## src/rtl/core/gaussian_elimination_3x3_solver_unit_macros.svh

```systemverilog
// Assertion macros used by the solve engine RTL
`ifndef GAUSSIAN_ELIMINATION_3X3_SOLVER_UNIT_MACROS_SVH
`define GAUSSIAN_ELIMINATION_3X3_SOLVER_UNIT_MACROS_SVH

// same-cycle implication
`define GESU_ASSERT_NOW(lbl, ante, cons, msg) \
  lbl: assert property (@(posedge clk) disable iff (!rst_n) (ante) |-> (cons)) else $error(msg);

// next-cycle implication
`define GESU_ASSERT_NEXT(lbl, ante, cons, msg) \
  lbl: assert property (@(posedge clk) disable iff (!rst_n) (ante) |=> (cons)) else $error(msg);

`endif

```

## src/rtl/core/gesu_pkg.sv

```systemverilog
// Shared constants, types, saturation helper and solve program for the solver
`default_nettype none
package gesu_pkg;

  localparam int WORD_WIDTH_DEF    = 32;
  localparam int FRACTION_BITS_DEF = 16;
  localparam int IO_WIDTH          = 32;
  localparam int SAT_W             = 65;
  localparam int ADDR_W            = 4;
  localparam int MEM_DEPTH         = 16;
  localparam int PC_W              = 6;
  localparam logic [PC_W-1:0] PROG_LAST = PC_W'(39);
  localparam logic [1:0] LAST_ROW  = 2'd2;
  localparam logic [1:0] LAST_WORD = 2'd3;

  typedef enum logic [2:0] {
    OP_CHK,
    OP_MUL,
    OP_ADD,
    OP_SUB,
    OP_DIV,
    OP_END
  } op_t;

  typedef struct packed {
    op_t              op;
    logic [ADDR_W-1:0] a;
    logic [ADDR_W-1:0] b;
    logic [ADDR_W-1:0] d;
    logic [1:0]        xs;
  } uop_t;

  typedef struct packed {
    logic                    clip;
    logic signed [SAT_W-1:0] val;
  } sat_t;

  function automatic sat_t sat_fit(input logic signed [SAT_W-1:0] v, input int unsigned w);
    logic signed [SAT_W-1:0] hi;
    logic signed [SAT_W-1:0] top;
    sat_t r;
    hi = v >>> (w - 1);
    top = {{(SAT_W-1){1'b0}}, 1'b1} <<< (w - 1);
    r.clip = !((hi == '0) || (hi == '1));
    if (!r.clip) begin
      r.val = v;
    end else if (v[SAT_W-1]) begin
      r.val = -top;
    end else begin
      r.val = top - {{(SAT_W-1){1'b0}}, 1'b1};
    end
    return r;
  endfunction

  function automatic uop_t mk(input op_t op, input int a, input int b, input int d,
                              input int xs);
    uop_t u;
    u.op = op;
    u.a  = ADDR_W'(a);
    u.b  = ADDR_W'(b);
    u.d  = ADDR_W'(d);
    u.xs = 2'(xs);
    return u;
  endfunction

  // entries 0..11 hold the augmented rows, 12 the ratio, 13 and 14 scratch
  function automatic uop_t prog(input logic [PC_W-1:0] pc);
    uop_t u;
    case (pc)
      6'd0:  u = mk(OP_CHK, 0, 0, 0, 0);
      6'd1:  u = mk(OP_DIV, 4, 0, 12, 0);
      6'd2:  u = mk(OP_MUL, 12, 0, 13, 0);
      6'd3:  u = mk(OP_SUB, 4, 13, 4, 0);
      6'd4:  u = mk(OP_MUL, 12, 1, 13, 0);
      6'd5:  u = mk(OP_SUB, 5, 13, 5, 0);
      6'd6:  u = mk(OP_MUL, 12, 2, 13, 0);
      6'd7:  u = mk(OP_SUB, 6, 13, 6, 0);
      6'd8:  u = mk(OP_MUL, 12, 3, 13, 0);
      6'd9:  u = mk(OP_SUB, 7, 13, 7, 0);
      6'd10: u = mk(OP_DIV, 8, 0, 12, 0);
      6'd11: u = mk(OP_MUL, 12, 0, 13, 0);
      6'd12: u = mk(OP_SUB, 8, 13, 8, 0);
      6'd13: u = mk(OP_MUL, 12, 1, 13, 0);
      6'd14: u = mk(OP_SUB, 9, 13, 9, 0);
      6'd15: u = mk(OP_MUL, 12, 2, 13, 0);
      6'd16: u = mk(OP_SUB, 10, 13, 10, 0);
      6'd17: u = mk(OP_MUL, 12, 3, 13, 0);
      6'd18: u = mk(OP_SUB, 11, 13, 11, 0);
      6'd19: u = mk(OP_CHK, 5, 0, 0, 0);
      6'd20: u = mk(OP_DIV, 9, 5, 12, 0);
      6'd21: u = mk(OP_MUL, 12, 4, 13, 0);
      6'd22: u = mk(OP_SUB, 8, 13, 8, 0);
      6'd23: u = mk(OP_MUL, 12, 5, 13, 0);
      6'd24: u = mk(OP_SUB, 9, 13, 9, 0);
      6'd25: u = mk(OP_MUL, 12, 6, 13, 0);
      6'd26: u = mk(OP_SUB, 10, 13, 10, 0);
      6'd27: u = mk(OP_MUL, 12, 7, 13, 0);
      6'd28: u = mk(OP_SUB, 11, 13, 11, 0);
      6'd29: u = mk(OP_CHK, 10, 0, 0, 0);
      6'd30: u = mk(OP_DIV, 11, 10, 11, 3);
      6'd31: u = mk(OP_MUL, 6, 11, 13, 0);
      6'd32: u = mk(OP_SUB, 7, 13, 7, 0);
      6'd33: u = mk(OP_DIV, 7, 5, 7, 2);
      6'd34: u = mk(OP_MUL, 1, 7, 13, 0);
      6'd35: u = mk(OP_MUL, 2, 11, 14, 0);
      6'd36: u = mk(OP_ADD, 13, 14, 13, 0);
      6'd37: u = mk(OP_SUB, 3, 13, 3, 0);
      6'd38: u = mk(OP_DIV, 3, 0, 3, 1);
      default: u = mk(OP_END, 0, 0, 0, 0);
    endcase
    return u;
  endfunction

endpackage
`default_nettype wire

```

## src/rtl/core/gesu_front.sv

```systemverilog
// Front end: accepts rows, clips them to the word range and tags the row number
`default_nettype none
module gesu_front #(
  parameter int WORD_WIDTH = gesu_pkg::WORD_WIDTH_DEF,
  parameter int ENTRY_W    = 4 * WORD_WIDTH + 3
) (
  input  wire logic                clk,
  input  wire logic                rst_n,
  input  wire logic                in_valid,
  output logic                     in_stall,
  input  wire logic signed [31:0]  in_coef_first,
  input  wire logic signed [31:0]  in_coef_second,
  input  wire logic signed [31:0]  in_coef_third,
  input  wire logic signed [31:0]  in_rhs,
  output logic                     q_push,
  output logic [ENTRY_W-1:0]       q_data,
  input  wire logic                q_full
);

  logic [1:0]      row_r;
  logic [1:0]      row_nxt;
  gesu_pkg::sat_t  s0, s1, s2, s3;

  always_comb begin
    s0 = gesu_pkg::sat_fit(gesu_pkg::SAT_W'(in_coef_first), WORD_WIDTH);
    s1 = gesu_pkg::sat_fit(gesu_pkg::SAT_W'(in_coef_second), WORD_WIDTH);
    s2 = gesu_pkg::sat_fit(gesu_pkg::SAT_W'(in_coef_third), WORD_WIDTH);
    s3 = gesu_pkg::sat_fit(gesu_pkg::SAT_W'(in_rhs), WORD_WIDTH);
    q_data = {row_r, (s0.clip | s1.clip | s2.clip | s3.clip),
              s3.val[WORD_WIDTH-1:0], s2.val[WORD_WIDTH-1:0],
              s1.val[WORD_WIDTH-1:0], s0.val[WORD_WIDTH-1:0]};
    in_stall = q_full;
    q_push = in_valid && !q_full;
    row_nxt = (row_r == gesu_pkg::LAST_ROW) ? 2'd0 : row_r + 2'd1;
  end

  always_ff @(posedge clk) begin
    if (!rst_n) begin
      row_r <= 2'd0;
    end else if (q_push) begin
      row_r <= row_nxt;
    end
  end

endmodule
`default_nettype wire

```

## src/rtl/core/gesu_queue.sv

```systemverilog
// Two-entry queue between the front end and the solve engine
`default_nettype none
module gesu_queue #(
  parameter int ENTRY_W = 4 * gesu_pkg::WORD_WIDTH_DEF + 3
) (
  input  wire logic               clk,
  input  wire logic               rst_n,
  input  wire logic               push,
  input  wire logic [ENTRY_W-1:0] push_data,
  output logic                    full,
  output logic                    pop_valid,
  output logic [ENTRY_W-1:0]      pop_data,
  input  wire logic               pop
);

  logic [ENTRY_W-1:0] ent_r [2];
  logic               wp_r;
  logic               rp_r;
  logic [1:0]         cnt_r;
  logic               do_push;
  logic               do_pop;

  always_comb begin
    full = (cnt_r == 2'd2);
    pop_valid = (cnt_r != 2'd0);
    pop_data = ent_r[rp_r];
    do_push = push && !full;
    do_pop = pop && pop_valid;
  end

  always_ff @(posedge clk) begin
    if (do_push) begin
      ent_r[wp_r] <= push_data;
    end
  end

  always_ff @(posedge clk) begin
    if (!rst_n) begin
      wp_r  <= 1'b0;
      rp_r  <= 1'b0;
      cnt_r <= 2'd0;
    end else begin
      if (do_push) begin
        wp_r <= ~wp_r;
      end
      if (do_pop) begin
        rp_r <= ~rp_r;
      end
      if (do_push && !do_pop) begin
        cnt_r <= cnt_r + 2'd1;
      end else if (do_pop && !do_push) begin
        cnt_r <= cnt_r - 2'd1;
      end
    end
  end

endmodule
`default_nettype wire

```

## src/rtl/core/gesu_back.sv

```systemverilog
// Solve engine: row store, microprogram sequencer, serial multiplier and divider
`default_nettype none
`include "gaussian_elimination_3x3_solver_unit_macros.svh"
module gesu_back #(
  parameter int WORD_WIDTH    = gesu_pkg::WORD_WIDTH_DEF,
  parameter int FRACTION_BITS = gesu_pkg::FRACTION_BITS_DEF,
  parameter int ENTRY_W       = 4 * WORD_WIDTH + 3
) (
  input  wire logic               clk,
  input  wire logic               rst_n,
  input  wire logic               q_valid,
  input  wire logic [ENTRY_W-1:0] q_data,
  output logic                    q_pop,
  output logic                    out_valid,
  input  wire logic               out_stall,
  output logic signed [31:0]      out_x_first,
  output logic signed [31:0]      out_x_second,
  output logic signed [31:0]      out_x_third,
  output logic                    out_zero_pivot,
  output logic                    out_saturated
);

  localparam int W  = WORD_WIDTH;
  localparam int F  = FRACTION_BITS;
  localparam int PW = 2 * W + 1;
  localparam int QW = W + F;
  localparam int MW = PW + F;
  localparam int CW = $clog2(QW);
  localparam int AW = gesu_pkg::ADDR_W;

  typedef enum logic [2:0] {
    S_IDLE,
    S_WR,
    S_FETCH,
    S_EXEC,
    S_MUL,
    S_DIV,
    S_WB,
    S_FIN
  } state_t;

  state_t                       state_r;
  logic [gesu_pkg::PC_W-1:0]    pc_r;
  logic [1:0]                   k_r;
  logic                         clip_r;
  logic                         zp_r;
  logic                         neg_r;
  logic [CW-1:0]                cnt_r;
  logic [W-1:0]                 opa_r;
  logic [W-1:0]                 opb_r;
  logic [2*W-1:0]               acc_r;
  logic [QW-1:0]                num_r;
  logic [QW-1:0]                quo_r;
  logic [W-1:0]                 rem_r;
  logic signed [W-1:0]          rda_r;
  logic signed [W-1:0]          rdb_r;
  logic signed [W-1:0]          x0_r, x1_r, x2_r;
  logic out_valid_r;
  logic signed [31:0]           ox0_r, ox1_r, ox2_r;
  logic                         ozp_r;
  logic                         osat_r;
  logic signed [W-1:0]          mem [gesu_pkg::MEM_DEPTH];

  gesu_pkg::uop_t               uop;
  logic [1:0]                   q_row;
  logic                         q_clip;
  logic                         we;
  logic [AW-1:0]                wa;
  logic signed [W-1:0]          wd;
  logic                         wclip;
  gesu_pkg::sat_t               as;
  logic [W:0]                   rem2;
  logic                         ge;
  logic [MW-1:0]                mag;
  logic [MW-1:0]                lim;
  logic                         mclip;
  logic [MW-1:0]                mval;
  logic signed [W-1:0]          msat;
  logic [PW-1:0]                half;
  gesu_pkg::sat_t               o0, o1, o2;
  logic                         out_free;

  function automatic logic [W-1:0] mag_of(input logic signed [W-1:0] v);
    return v[W-1] ? W'(-v) : W'(v);
  endfunction

  always_comb begin
    uop = gesu_pkg::prog(pc_r);
    q_row = q_data[ENTRY_W-1 -: 2];
    q_clip = q_data[4*W];
    q_pop = (state_r == S_WR) && (k_r == gesu_pkg::LAST_WORD);
    out_free = !out_valid_r || !out_stall;

    if (uop.op == gesu_pkg::OP_SUB) begin
      as = gesu_pkg::sat_fit(gesu_pkg::SAT_W'(rda_r) - gesu_pkg::SAT_W'(rdb_r), W);
    end else begin
      as = gesu_pkg::sat_fit(gesu_pkg::SAT_W'(rda_r) + gesu_pkg::SAT_W'(rdb_r), W);
    end

    rem2 = {rem_r, num_r[QW-1]};
    ge = rem2 >= {1'b0, opb_r};

    half = PW'(1) << (F - 1);
    if (uop.op == gesu_pkg::OP_DIV) begin
      mag = MW'(quo_r) + MW'({rem_r, 1'b0} >= {1'b0, opb_r});
    end else begin
      mag = MW'(({1'b0, acc_r} + half) >> F);
    end
    lim = (MW'(1) << (W - 1)) - MW'(!neg_r);
    mclip = mag > lim;
    mval = mclip ? lim : mag;
    msat = neg_r ? W'(-mval) : W'(mval);

    we = 1'b0;
    wa = uop.d;
    wd = as.val[W-1:0];
    wclip = 1'b0;
    case (state_r)
      S_WR: begin
        we = 1'b1;
        wa = {q_row, k_r};
        wd = q_data[k_r*W +: W];
      end
      S_EXEC: begin
        if (uop.op == gesu_pkg::OP_ADD || uop.op == gesu_pkg::OP_SUB) begin
          we = 1'b1;
          wclip = as.clip;
        end
      end
      S_WB: begin
        we = 1'b1;
        wd = msat;
        wclip = mclip;
      end
      default: begin
        we = 1'b0;
      end
    endcase

    o0 = gesu_pkg::sat_fit(gesu_pkg::SAT_W'(x0_r), gesu_pkg::IO_WIDTH);
    o1 = gesu_pkg::sat_fit(gesu_pkg::SAT_W'(x1_r), gesu_pkg::IO_WIDTH);
    o2 = gesu_pkg::sat_fit(gesu_pkg::SAT_W'(x2_r), gesu_pkg::IO_WIDTH);

    out_valid = out_valid_r;
    out_x_first = ox0_r;
    out_x_second = ox1_r;
    out_x_third = ox2_r;
    out_zero_pivot = ozp_r;
    out_saturated = osat_r;
  end

  always_ff @(posedge clk) begin
    if (we) begin
      mem[wa] <= wd;
    end
    rda_r <= mem[uop.a];
    rdb_r <= mem[uop.b];
  end

  always_ff @(posedge clk) begin
    if (!rst_n) begin
      state_r     <= S_IDLE;
      pc_r        <= '0;
      k_r         <= 2'd0;
      clip_r      <= 1'b0;
      zp_r        <= 1'b0;
      out_valid_r <= 1'b0;
    end else begin
      if ((state_r == S_FIN) && out_free) begin
        out_valid_r <= 1'b1;
      end else if (out_valid_r && !out_stall) begin
        out_valid_r <= 1'b0;
      end
      if (wclip) begin
        clip_r <= 1'b1;
      end
      case (state_r)
        S_IDLE: begin
          k_r <= 2'd0;
          if (q_valid) begin
            state_r <= S_WR;
          end
        end
        S_WR: begin
          k_r <= k_r + 2'd1;
          if (k_r == gesu_pkg::LAST_WORD) begin
            clip_r <= ((q_row == 2'd0) ? 1'b0 : clip_r) | q_clip;
            if (q_row == gesu_pkg::LAST_ROW) begin
              pc_r    <= '0;
              zp_r    <= 1'b0;
              state_r <= S_FETCH;
            end else begin
              state_r <= S_IDLE;
            end
          end
        end
        S_FETCH: begin
          state_r <= S_EXEC;
        end
        S_EXEC: begin
          neg_r <= rda_r[W-1] ^ rdb_r[W-1];
          opa_r <= mag_of(rda_r);
          opb_r <= mag_of(rdb_r);
          acc_r <= '0;
          rem_r <= '0;
          quo_r <= '0;
          num_r <= {mag_of(rda_r), {F{1'b0}}};
          case (uop.op)
            gesu_pkg::OP_CHK: begin
              if (rda_r == '0) begin
                zp_r    <= 1'b1;
                state_r <= S_FIN;
              end else begin
                pc_r    <= pc_r + gesu_pkg::PC_W'(1);
                state_r <= S_FETCH;
              end
            end
            gesu_pkg::OP_ADD, gesu_pkg::OP_SUB: begin
              pc_r    <= pc_r + gesu_pkg::PC_W'(1);
              state_r <= S_FETCH;
            end
            gesu_pkg::OP_MUL: begin
              cnt_r   <= CW'(W - 1);
              state_r <= S_MUL;
            end
            gesu_pkg::OP_DIV: begin
              cnt_r   <= CW'(QW - 1);
              state_r <= S_DIV;
            end
            default: begin
              state_r <= S_FIN;
            end
          endcase
        end
        S_MUL: begin
          acc_r <= {acc_r[2*W-2:0], 1'b0} + (opb_r[W-1] ? (2*W)'(opa_r) : '0);
          opb_r <= {opb_r[W-2:0], 1'b0};
          cnt_r <= cnt_r - CW'(1);
          if (cnt_r == '0) begin
            state_r <= S_WB;
          end
        end
        S_DIV: begin
          rem_r <= ge ? W'(rem2 - {1'b0, opb_r}) : W'(rem2);
          quo_r <= {quo_r[QW-2:0], ge};
          num_r <= {num_r[QW-2:0], 1'b0};
          cnt_r <= cnt_r - CW'(1);
          if (cnt_r == '0) begin
            state_r <= S_WB;
          end
        end
        S_WB: begin
          case (uop.xs)
            2'd1: x0_r <= msat;
            2'd2: x1_r <= msat;
            2'd3: x2_r <= msat;
            default: begin
            end
          endcase
          pc_r    <= pc_r + gesu_pkg::PC_W'(1);
          state_r <= S_FETCH;
        end
        S_FIN: begin
          if (out_free) begin
            ozp_r       <= zp_r;
            ox0_r       <= zp_r ? '0 : o0.val[31:0];
            ox1_r       <= zp_r ? '0 : o1.val[31:0];
            ox2_r       <= zp_r ? '0 : o2.val[31:0];
            osat_r      <= !zp_r && (clip_r | o0.clip | o1.clip | o2.clip);
            state_r     <= S_IDLE;
          end
        end
        default: begin
          state_r <= S_IDLE;
        end
      endcase
    end
  end

  `GESU_ASSERT_NOW(a_zp_zero, out_valid_r && ozp_r, ox0_r == '0 && ox1_r == '0 && ox2_r == '0 && !osat_r, "zero pivot result not cleared")
  `GESU_ASSERT_NOW(a_pop_valid, q_pop, q_valid, "pop from empty queue")
  `GESU_ASSERT_NOW(a_pc_range, state_r == S_FETCH, pc_r <= gesu_pkg::PROG_LAST, "program counter out of range")
  `GESU_ASSERT_NEXT(a_start, q_pop && q_row == gesu_pkg::LAST_ROW, state_r == S_FETCH && pc_r == '0, "solve did not start")

endmodule
`default_nettype wire

```

## src/rtl/core/gaussian_elimination_3x3_solver_unit.sv

```systemverilog
// Solver for a 3x3 linear system in signed fixed point: top level
//
// Input channel (in_valid / in_stall): one word per row of the augmented
// matrix, three coefficients and the right-hand side, rows in order.
// Output channel (out_valid / out_stall): one word per three rows, holding
// the three unknowns, a zero-pivot flag and a saturation flag.
// Rows pass a two-entry queue; the solve engine copies each into its row
// store word by word. After the third row it runs a 40-step program on one
// shared serial multiplier and one restoring divider: 15 products,
// 6 quotients, and the zero-pivot checks, add/sub steps and finish step.
// A zero pivot ends the program early with zeroed unknowns.
// Rows are taken while the engine solves, until the queue fills.
// A stalled result holds in the output register; the engine loads the
// next system meanwhile and waits only to present its result.
// Reset clears the row counter, the queue and all valid flags.
`default_nettype none
module gaussian_elimination_3x3_solver_unit #(
  parameter int WORD_WIDTH    = gesu_pkg::WORD_WIDTH_DEF,
  parameter int FRACTION_BITS = gesu_pkg::FRACTION_BITS_DEF
) (
  input  wire logic               clk,
  input  wire logic               rst_n,
  input  wire logic               in_valid,
  output logic                    in_stall,
  input  wire logic signed [31:0] in_coef_first,
  input  wire logic signed [31:0] in_coef_second,
  input  wire logic signed [31:0] in_coef_third,
  input  wire logic signed [31:0] in_rhs,
  output logic                    out_valid,
  input  wire logic               out_stall,
  output logic signed [31:0]      out_x_first,
  output logic signed [31:0]      out_x_second,
  output logic signed [31:0]      out_x_third,
  output logic                    out_zero_pivot,
  output logic                    out_saturated
);

  localparam int ENTRY_W = 4 * WORD_WIDTH + 3;

  logic               push;
  logic [ENTRY_W-1:0] push_data;
  logic               full;
  logic               pop_valid;
  logic [ENTRY_W-1:0] pop_data;
  logic               pop;

  gesu_front #(
    .WORD_WIDTH (WORD_WIDTH),
    .ENTRY_W    (ENTRY_W)
  ) u_front (
    .clk            (clk),
    .rst_n          (rst_n),
    .in_valid       (in_valid),
    .in_stall       (in_stall),
    .in_coef_first  (in_coef_first),
    .in_coef_second (in_coef_second),
    .in_coef_third  (in_coef_third),
    .in_rhs         (in_rhs),
    .q_push         (push),
    .q_data         (push_data),
    .q_full         (full)
  );

  gesu_queue #(
    .ENTRY_W (ENTRY_W)
  ) u_queue (
    .clk       (clk),
    .rst_n     (rst_n),
    .push      (push),
    .push_data (push_data),
    .full      (full),
    .pop_valid (pop_valid),
    .pop_data  (pop_data),
    .pop       (pop)
  );

  gesu_back #(
    .WORD_WIDTH    (WORD_WIDTH),
    .FRACTION_BITS (FRACTION_BITS),
    .ENTRY_W       (ENTRY_W)
  ) u_back (
    .clk            (clk),
    .rst_n          (rst_n),
    .q_valid        (pop_valid),
    .q_data         (pop_data),
    .q_pop          (pop),
    .out_valid      (out_valid),
    .out_stall      (out_stall),
    .out_x_first    (out_x_first),
    .out_x_second   (out_x_second),
    .out_x_third    (out_x_third),
    .out_zero_pivot (out_zero_pivot),
    .out_saturated  (out_saturated)
  );

endmodule
`default_nettype wire
```

## config.mk

```make
export PLATFORM = sky130hd
export DESIGN_NAME = gaussian_elimination_3x3_solver_unit
export DESIGN_NICKNAME = d
export VERILOG_FILES = /design/src/rtl/core/gesu_pkg.sv /design/src/rtl/core/gesu_front.sv /design/src/rtl/core/gesu_queue.sv /design/src/rtl/core/gesu_back.sv /design/src/rtl/core/gaussian_elimination_3x3_solver_unit.sv
export VERILOG_INCLUDE_DIRS = /design/src /design/src/rtl/core
export SDC_FILE = /design/constraint.sdc
export NUM_CORES = 2
export LEC_CHECK = 0
export BUFFER_PORTS_ARGS = -buffer_cell sky130_fd_sc_hd__buf_4
export CELL_PAD_IN_SITES_DETAIL_PLACEMENT = 1
export CELL_PAD_IN_SITES_GLOBAL_PLACEMENT = 2
export CORE_MARGIN = 2
export CORE_UTILIZATION = 41
export CTS_CLUSTER_SIZE = 8
export DETAILED_ROUTE_END_ITERATION = 7
export GPL_TIMING_DRIVEN = 1
export PLACE_DENSITY = 0.86
export SLEW_MARGIN = 15
export SYNTH_ARGS = -nofsm -noshare
export SYNTH_HDL_FRONTEND = slang
export SYNTH_SLANG_ARGS = --single-unit
```

## constraint.sdc

```tcl
create_clock -name clk -period 7.5 [get_ports clk]
set_input_delay 1.125 -clock clk [delete_from_list [all_inputs] [get_ports clk]]
set_output_delay 1.125 -clock clk [all_outputs]
set_load 0.03 [all_outputs]
```

Word-level counts from Yosys, hierarchy flattened
Memories as Yosys holds them, arrays and structs flattened. A register that Yosys moved wholly into a read port is not among the register bits.
Cells that the tools add are included.
W data, S select, Z words.
{ "op_classes": {"n_mux": 75, "n_addsub": 16, "shifts": 1, "n_reduce_logical": 73, "n_bitwise": 10, "eq_ne": 37, "order_cmp": 3} }
{ "ops": {"columns": ["cell", "count"], "rows": [
  ["$mux W32", 20],
  ["$eq A65 B65 Y1 const B", 9],
  ["$logic_not A65 Y1", 9],
  ["$mux W65", 4],
  ["$pmux W32 S2", 3],
  ["$pmux W48 S2", 2],
  ["$shiftx A131 B8 Y32", 1],
  ["$pmux W64 S2", 1],
  ["$neg A32 Y32", 3],
  ["$gt A49 B81 Y1", 1],
  ["$ge A33 B32 Y1", 2],
  ["$mux W66", 1],
  ["$add A64 B16 Y65 const B", 1],
  ["$add A64 B64 Y64", 1],
  ["$add A48 B1 Y49", 1],
  ["$mux W49", 1],
  ["$pmux W6 S2", 3],
  ["$add A32 B32 Y33", 1],
  ["$sub A32 B1 Y33 const A", 1],
  ["$sub A32 B32 Y33", 1],
  ["$logic_not A32 Y1", 1],
  ["$sub A32 B32 Y32", 1],
  ["$mux W6", 5],
  ["$pmux W3 S7", 1],
  ["other kinds (37)", 141]
]} }
{ "word_totals": {"ramBits": 774, "rom_bits": 1088, "in_bits": 132, "ff_bits": 477, "n_memories": 3} }
{ "mem_list": {"columns": ["memory", "depth", "word_bits", "rd", "rd_ports_with_merged_regs", "write_ports", "line_no", "source"], "rows": [
  ["(no name shown)", 64, 17, 1, 1, 0, "gesu_pkg.sv:69", "case (pc)"],
  ["u_back.mem", 16, 32, 2, 2, 1, "gesu_back.sv:62", "logic signed [W-1:0] mem [gesu_pkg::MEM_DEPTH];"],
  ["u_queue.ent_r", 2, 131, 1, 1, 1, "gesu_queue.sv:16", "logic [ENTRY_W-1:0] ent_r [2];"]
]} }

Longest topological paths before layout
{ "logic_depth": {"ltp_word": 10, "depth_mapped": 40, "mapped_depth_nobuf": 37} }

Cells and area by module
Synthesis repeated with hierarchy kept, for this count alone.
{ "unflattened": {"hier_cells": 4995, "area_unflattened_um2": 68130.3} }
{ "by_module_without_submodules": {"columns": ["module", "n_inst", "cells_each", "area_each_um2"], "rows": [
  ["gesu_back", 1, 4421, 56990.9],
  ["gesu_queue", 1, 433, 10064.7],
  ["gesu_front", 1, 141, 1074.8]
]} }

Worst setup path after synthesis
OpenSTA, ideal clock, no wires.
{ "synth_timing": {"kind": "reg-to-reg", "startpoint": "reg u_back.rem_r[21]", "endpoint": "mem u_back.mem[0][24] (netlist name) (data pin)", "period_less_slack_ns": 7.660, "setup_time_ns": 0.347, "t_arrival_ns": 7.313, "setup_slack_ns": -0.160, "required_ns": 7.153, "stages_incl_launch_ff": 37, "cell_sequence": "edfxtp_1 ha_1 clkbuf_1 a21o_1 a21o_1 a21oi_1 o21ai_0 a211oi_1 nand2_1 a31oi_1 o21ai_0 ha_1 ha_1 nand4_1 or3_1 or4_1 a21oi_1 or2_2 clkbuf_1 ha_1 a221oi_1 o21ai_0 a221oi_1 a21oi_1 o21ai_0 and4b_1 buf_2 clkbuf_1 buf_1 o21ai_0 ha_1 and2_1 clkbuf_1 nand2_1 o22ai_1 a31o_2 o311ai_1"} }
{ "synth_between": {"elab_chain_len": 8} }
{ "synth_lines": {"columns": ["element", "line_no", "source"], "rows": [
  ["start, declared", "gesu_back.sv:54", "logic [W-1:0] rem_r;"],
  ["start signal, assigned", "gesu_back.sv:244", "rem_r <= ge ? W'(rem2 - {1'b0, opb_r}) : W'(rem2);"],
  ["$ge A33 B32 Y1 (*)", "gesu_back.sv:105", "mag = MW'(quo_r) + MW'({rem_r, 1'b0} >= {1'b0, opb_r});"],
  ["$add A48 B1 Y49 (*)", "gesu_back.sv:105", null],
  ["$mux W49 (*)", "gesu_back.sv:104", "if (uop.op == gesu_pkg::OP_DIV) begin"],
  ["$gt A49 B81 Y1", "gesu_back.sv:110", "mclip = mag > lim;"],
  ["$mux W32 (*)", "gesu_back.sv:111", "mval = mclip ? lim : mag;"],
  ["$neg A32 Y32", "gesu_back.sv:112", "msat = neg_r ? W'(-mval) : W'(mval);"],
  ["$mux W32 (*)", "gesu_back.sv:112", null],
  ["$pmux W32 S2 (*)", "gesu_back.sv:118", "case (state_r)"],
  ["via u_back.wd[24]", "gesu_back.sv:69", "logic signed [W-1:0] wd;"],
  ["end, declared", "gesu_back.sv:62", null]
]} }
The timed path passes the listed nets; every way through them passes the cells marked *.

Worst setup path in the final report
{ "layout_timing": {"startpoint": "reg u_back.rem_r[25]", "endpoint": "mem u_back.mem[0][23] (netlist name) (data pin)"} }
{ "layout_between": {"elab_chain_len": 8} }
{ "layout_lines": {"columns": ["element", "line_no", "source"], "rows": [
  ["$ge A33 B32 Y1 (*)", "gesu_back.sv:105", null],
  ["$add A48 B1 Y49 (*)", "gesu_back.sv:105", null],
  ["$mux W49 (*)", "gesu_back.sv:104", null],
  ["$gt A49 B81 Y1", "gesu_back.sv:110", null],
  ["$mux W32 (*)", "gesu_back.sv:111", null],
  ["$neg A32 Y32", "gesu_back.sv:112", null],
  ["$mux W32 (*)", "gesu_back.sv:112", null],
  ["via u_back.msat[23]", "gesu_back.sv:78", "logic signed [W-1:0] msat;"],
  ["$pmux W32 S2 (*)", "gesu_back.sv:118", null],
  ["via u_back.wd[23]", "gesu_back.sv:69", null]
]} }
Marked as above.

==> results.py <==
metrics = {
    "placed_design": {
        "pre_cts_ws_ps": -757,
        "place_area_um2": 72300,
        "portBuffers": 231,
        "dp_hpwl_um": 150000,
        "gp_congestion": 0.962,
        "dp_cells": 7238,
    },
    "worst_setup_path": {
        "slowest_stage": "a211oi_1",
        "start_kind": "flip-flop",
        "cpMostUsedCell": "buf_4",
        "cp-end-kind": "flip-flop",
        "rr_startpoint": "u_back.rem_r[25]$_SDFFCE_PN0P_",
        "arrival_ps": 7870,
        "reg2reg_depth": 32,
        "crit_start": "u_back.rem_r[25]$_SDFFCE_PN0P_",
        "critPathKind": "flip-flop to flip-flop",
        "worst_ep_required_time_ps": 8190,
        "critPathMaxStageDelay_ps": 620,
        "crit_fanout": 41,
    },
    "layout": {
        "final_area_um2": 78200,
        "final_nets": 5595,
        "utilization": 0.487,
        "syn2layout_area_growth_pct": 18.0,
        "instances_no_fill": 7576,
        "regArea_um2": 38500,
        "drive_gt1_frac": 0.237,
        "multi_input_area_um2": 26700,
        "fillCellCount": 16020,
    },
    "logic_synthesis": {
        "async_flop_share": 0,
        "yosysSeqAreaShare": 0.581,
        "syn_nets": 5134,
        "syn_inst": 4823,
        "netlist.area_leader.share": 0.550,
        "synth_enable_flop_cells": 1213,
        "synth_top_flop_cell": "edfxtp_1",
        "synth_area_per_cell_um2": 13.7,
        "yosys-top-cells-area": "edfxtp_1 (55%), mux4_2 (13%), ha_1 (3.3%)",
        "yosysTopAreaCell": "edfxtp_1",
        "synth.most_common_cell": "edfxtp_1",
        "ys_ff_latch": 1315,
        "synth_common_cells": "edfxtp_1 (1213), nor2_1 (420), mux4_2 (384)",
        "ys_warn_count": 0,
        "yosysUniqueCellTypes": 93,
        "netlist_area_um2": 66200,
    },
    "sta": {
        "fin_ws_ps": 318,
        "fin_setup_tns_ps": 0,
        "hold_violations": 0,
        "fmax_mhz": 139,
        "clock_skew_ps": 81.5,
        "hold_slack_ps": 468,
        "finalCritPeriodShare": 0.958,
        "fin_crit_ps": 7180,
        "slew_viol_final": 0,
        "relSlewSlack": 0.224,
        "setup_viol": 0,
        "tightest_slew_ps": 1160,
    },
    "worst_hold_path": {
        "holdCritStartpoint": "in_coef_first[2]",
        "min_path_type": "input port to flip-flop",
        "hold_depth": 1,
    },
    "status": {
        "status": "finished clean",
    },
    "clock_tree": {
        "cts_buffers": 183,
        "cts.sinks": 1315,
        "htreeDepth": 4,
        "root_buffer": "clkbuf_16",
        "cts_tree": "done",
        "cts_buffer_depth": 3,
        "insertion_delay_ps": 840,
        "clkTransAtPathRegs_ps": 70,
    },
    "run": {
        "cap_viol_max_count": 0,
    },
    "grt": {
        "grt_max_degree": 100,
        "grt_pass1_vias": 48276,
        "antenna_found_initial": 17,
        "grt_pass1_wl_um": 329000,
        "grt_usage": 0.272,
        "globalRouteOverflowTotal": 0,
    },
    "route": {
        "drc": 0,
        "dr_total_vias": 46434,
        "avgViaCountPerCell": 6.13,
        "wl_per_cell_um": 29.8,
        "drt_iter0_markers": 5279,
        "drtPass1Iterations": 5,
        "ant_nets": 0,
        "totalWireLength_um": 226000,
    },
    "floorplanning": {
        "io_pins": 232,
        "start_util": 0.413,
        "dieArea_um2": 165000,
        "die_h_um": 406,
        "core_um2": 161000,
        "fp-row-count": 147,
        "die_w_um": 406,
    },
    "power_and_ir_drop": {
        "fin_total_pwr_mw": 30.6,
        "power_density_nw_per_um2": 391,
        "p_leak_nw": 26.8,
        "ir_drop_uv": 407,
    },
}
==> sequential cells by signal, indices dropped and copies added (netlist names), 3 cells and up, named ones only <==
signal               flops
u_back.opb_r            32
u_back.x2_r             32
u_back.state_r           3
u_back.acc_r            64
u_back.rem_r            32
u_back.pc_r              6
u_back.cnt_r             6
u_back.x0_r             32
u_back.rda_r            32
u_back.rdb_r            32
u_back.out_x_third      32
u_back.num_r            32
u_back.out_x_second     32
u_back.mem             512
u_back.out_x_first      32
u_back.opa_r            32
u_back.x1_r             32
u_queue.ent_r          260
u_back.uop              17
u_back.quo_r            48
==> worst paths after layout <==
kind                              endpoint  slack [ps]
max            u_back.mem[0][23]$_DFFE_PP_         320
min          u_queue.ent_r[1][2]$_DFFE_PP_         470
max reg2reg    u_back.mem[0][23]$_DFFE_PP_         320
min reg2reg      u_queue.rp_r$_SDFFE_PN0P_         520
==> power by group <==
group	switching [mW]	internal (mW)	total, mW
sequential	0.708	10.9	11.6
combinational	7.14	3.93	11.1
clock	3.32	4.59	7.91
total	11.2	19.4	30.6
==> layout make-up <==
cell class / instances / share of cell area
antenna: 12 / 0.000384
clock buffer: 289 / 0.0643
clock inverter: 16 / 0.00438
inverter: 154 / 0.00739
multi-input combinational: 3084 / 0.341
sequential: 1315 / 0.492
tap: 2160 / 0.0346
timing repair buffer: 546 / 0.0552
==> kinds of logic (layout without fill, tap and decap cells) <==
| logic type | after synthesis | count (layout) | synth area share |
|---|---|---|---|
| xor gates and xnor gates | 271 | 271 | 0.0358 |
| other | 0 | 12 | 0 |
| muxes | 472 | 472 | 0.144 |
| DFF | 1315 | 1315 | 0.581 |
| AOI/OAI and AO/OA | 805 | 806 | 0.0782 |
| adders and majority gates | 179 | 179 | 0.0343 |
| buffers and inverters | 425 | 1005 | 0.0249 |
| and+or+nand+nor | 1356 | 1356 | 0.102 |
==> metal layers <==
metal,GRT usage,part of all wire
met1,0.347,0.38
met2,0.447,0.49
met3,0.0534,0.085
met4,0.124,0.047
met5,0,0.000058
==> cell usage in the layout, fill, tap and decap left out, types with 151 or more instances in the layout <==
cell type and instances:
nor2_1 396, a21oi_1 209, xnor2_1 186, mux4_2 384, ha_1 167, nand2_1 262
edfxtp_1 1213, clkbuf_16 185, buf_4 526, o21ai_0 192, inv_1 151
==> critical path: cells and delay by family, from the launching register on <==
family | cells | cell delay, ps
DFF | 1 | 420
AOI/OAI and AO/OA | 6 | 1730
muxes | 1 | 320
and+or+nand+nor | 11 | 1830
xor gates and xnor gates | 1 | 170
adders and majority gates | 4 | 950
buffers and inverters | 9 | 1610
==> what timing repair did <==
action / 4_1_cts / 5_1_grt
pin swaps: 10 / 30
cloned: 0 / 2
hold buffers: 0 / 0
setup buffers: 7 / 13
gates resized for setup: 23 / 47
endpoints found under the setup margin: 444 / 518
Power figures use the tool's default switching activity.
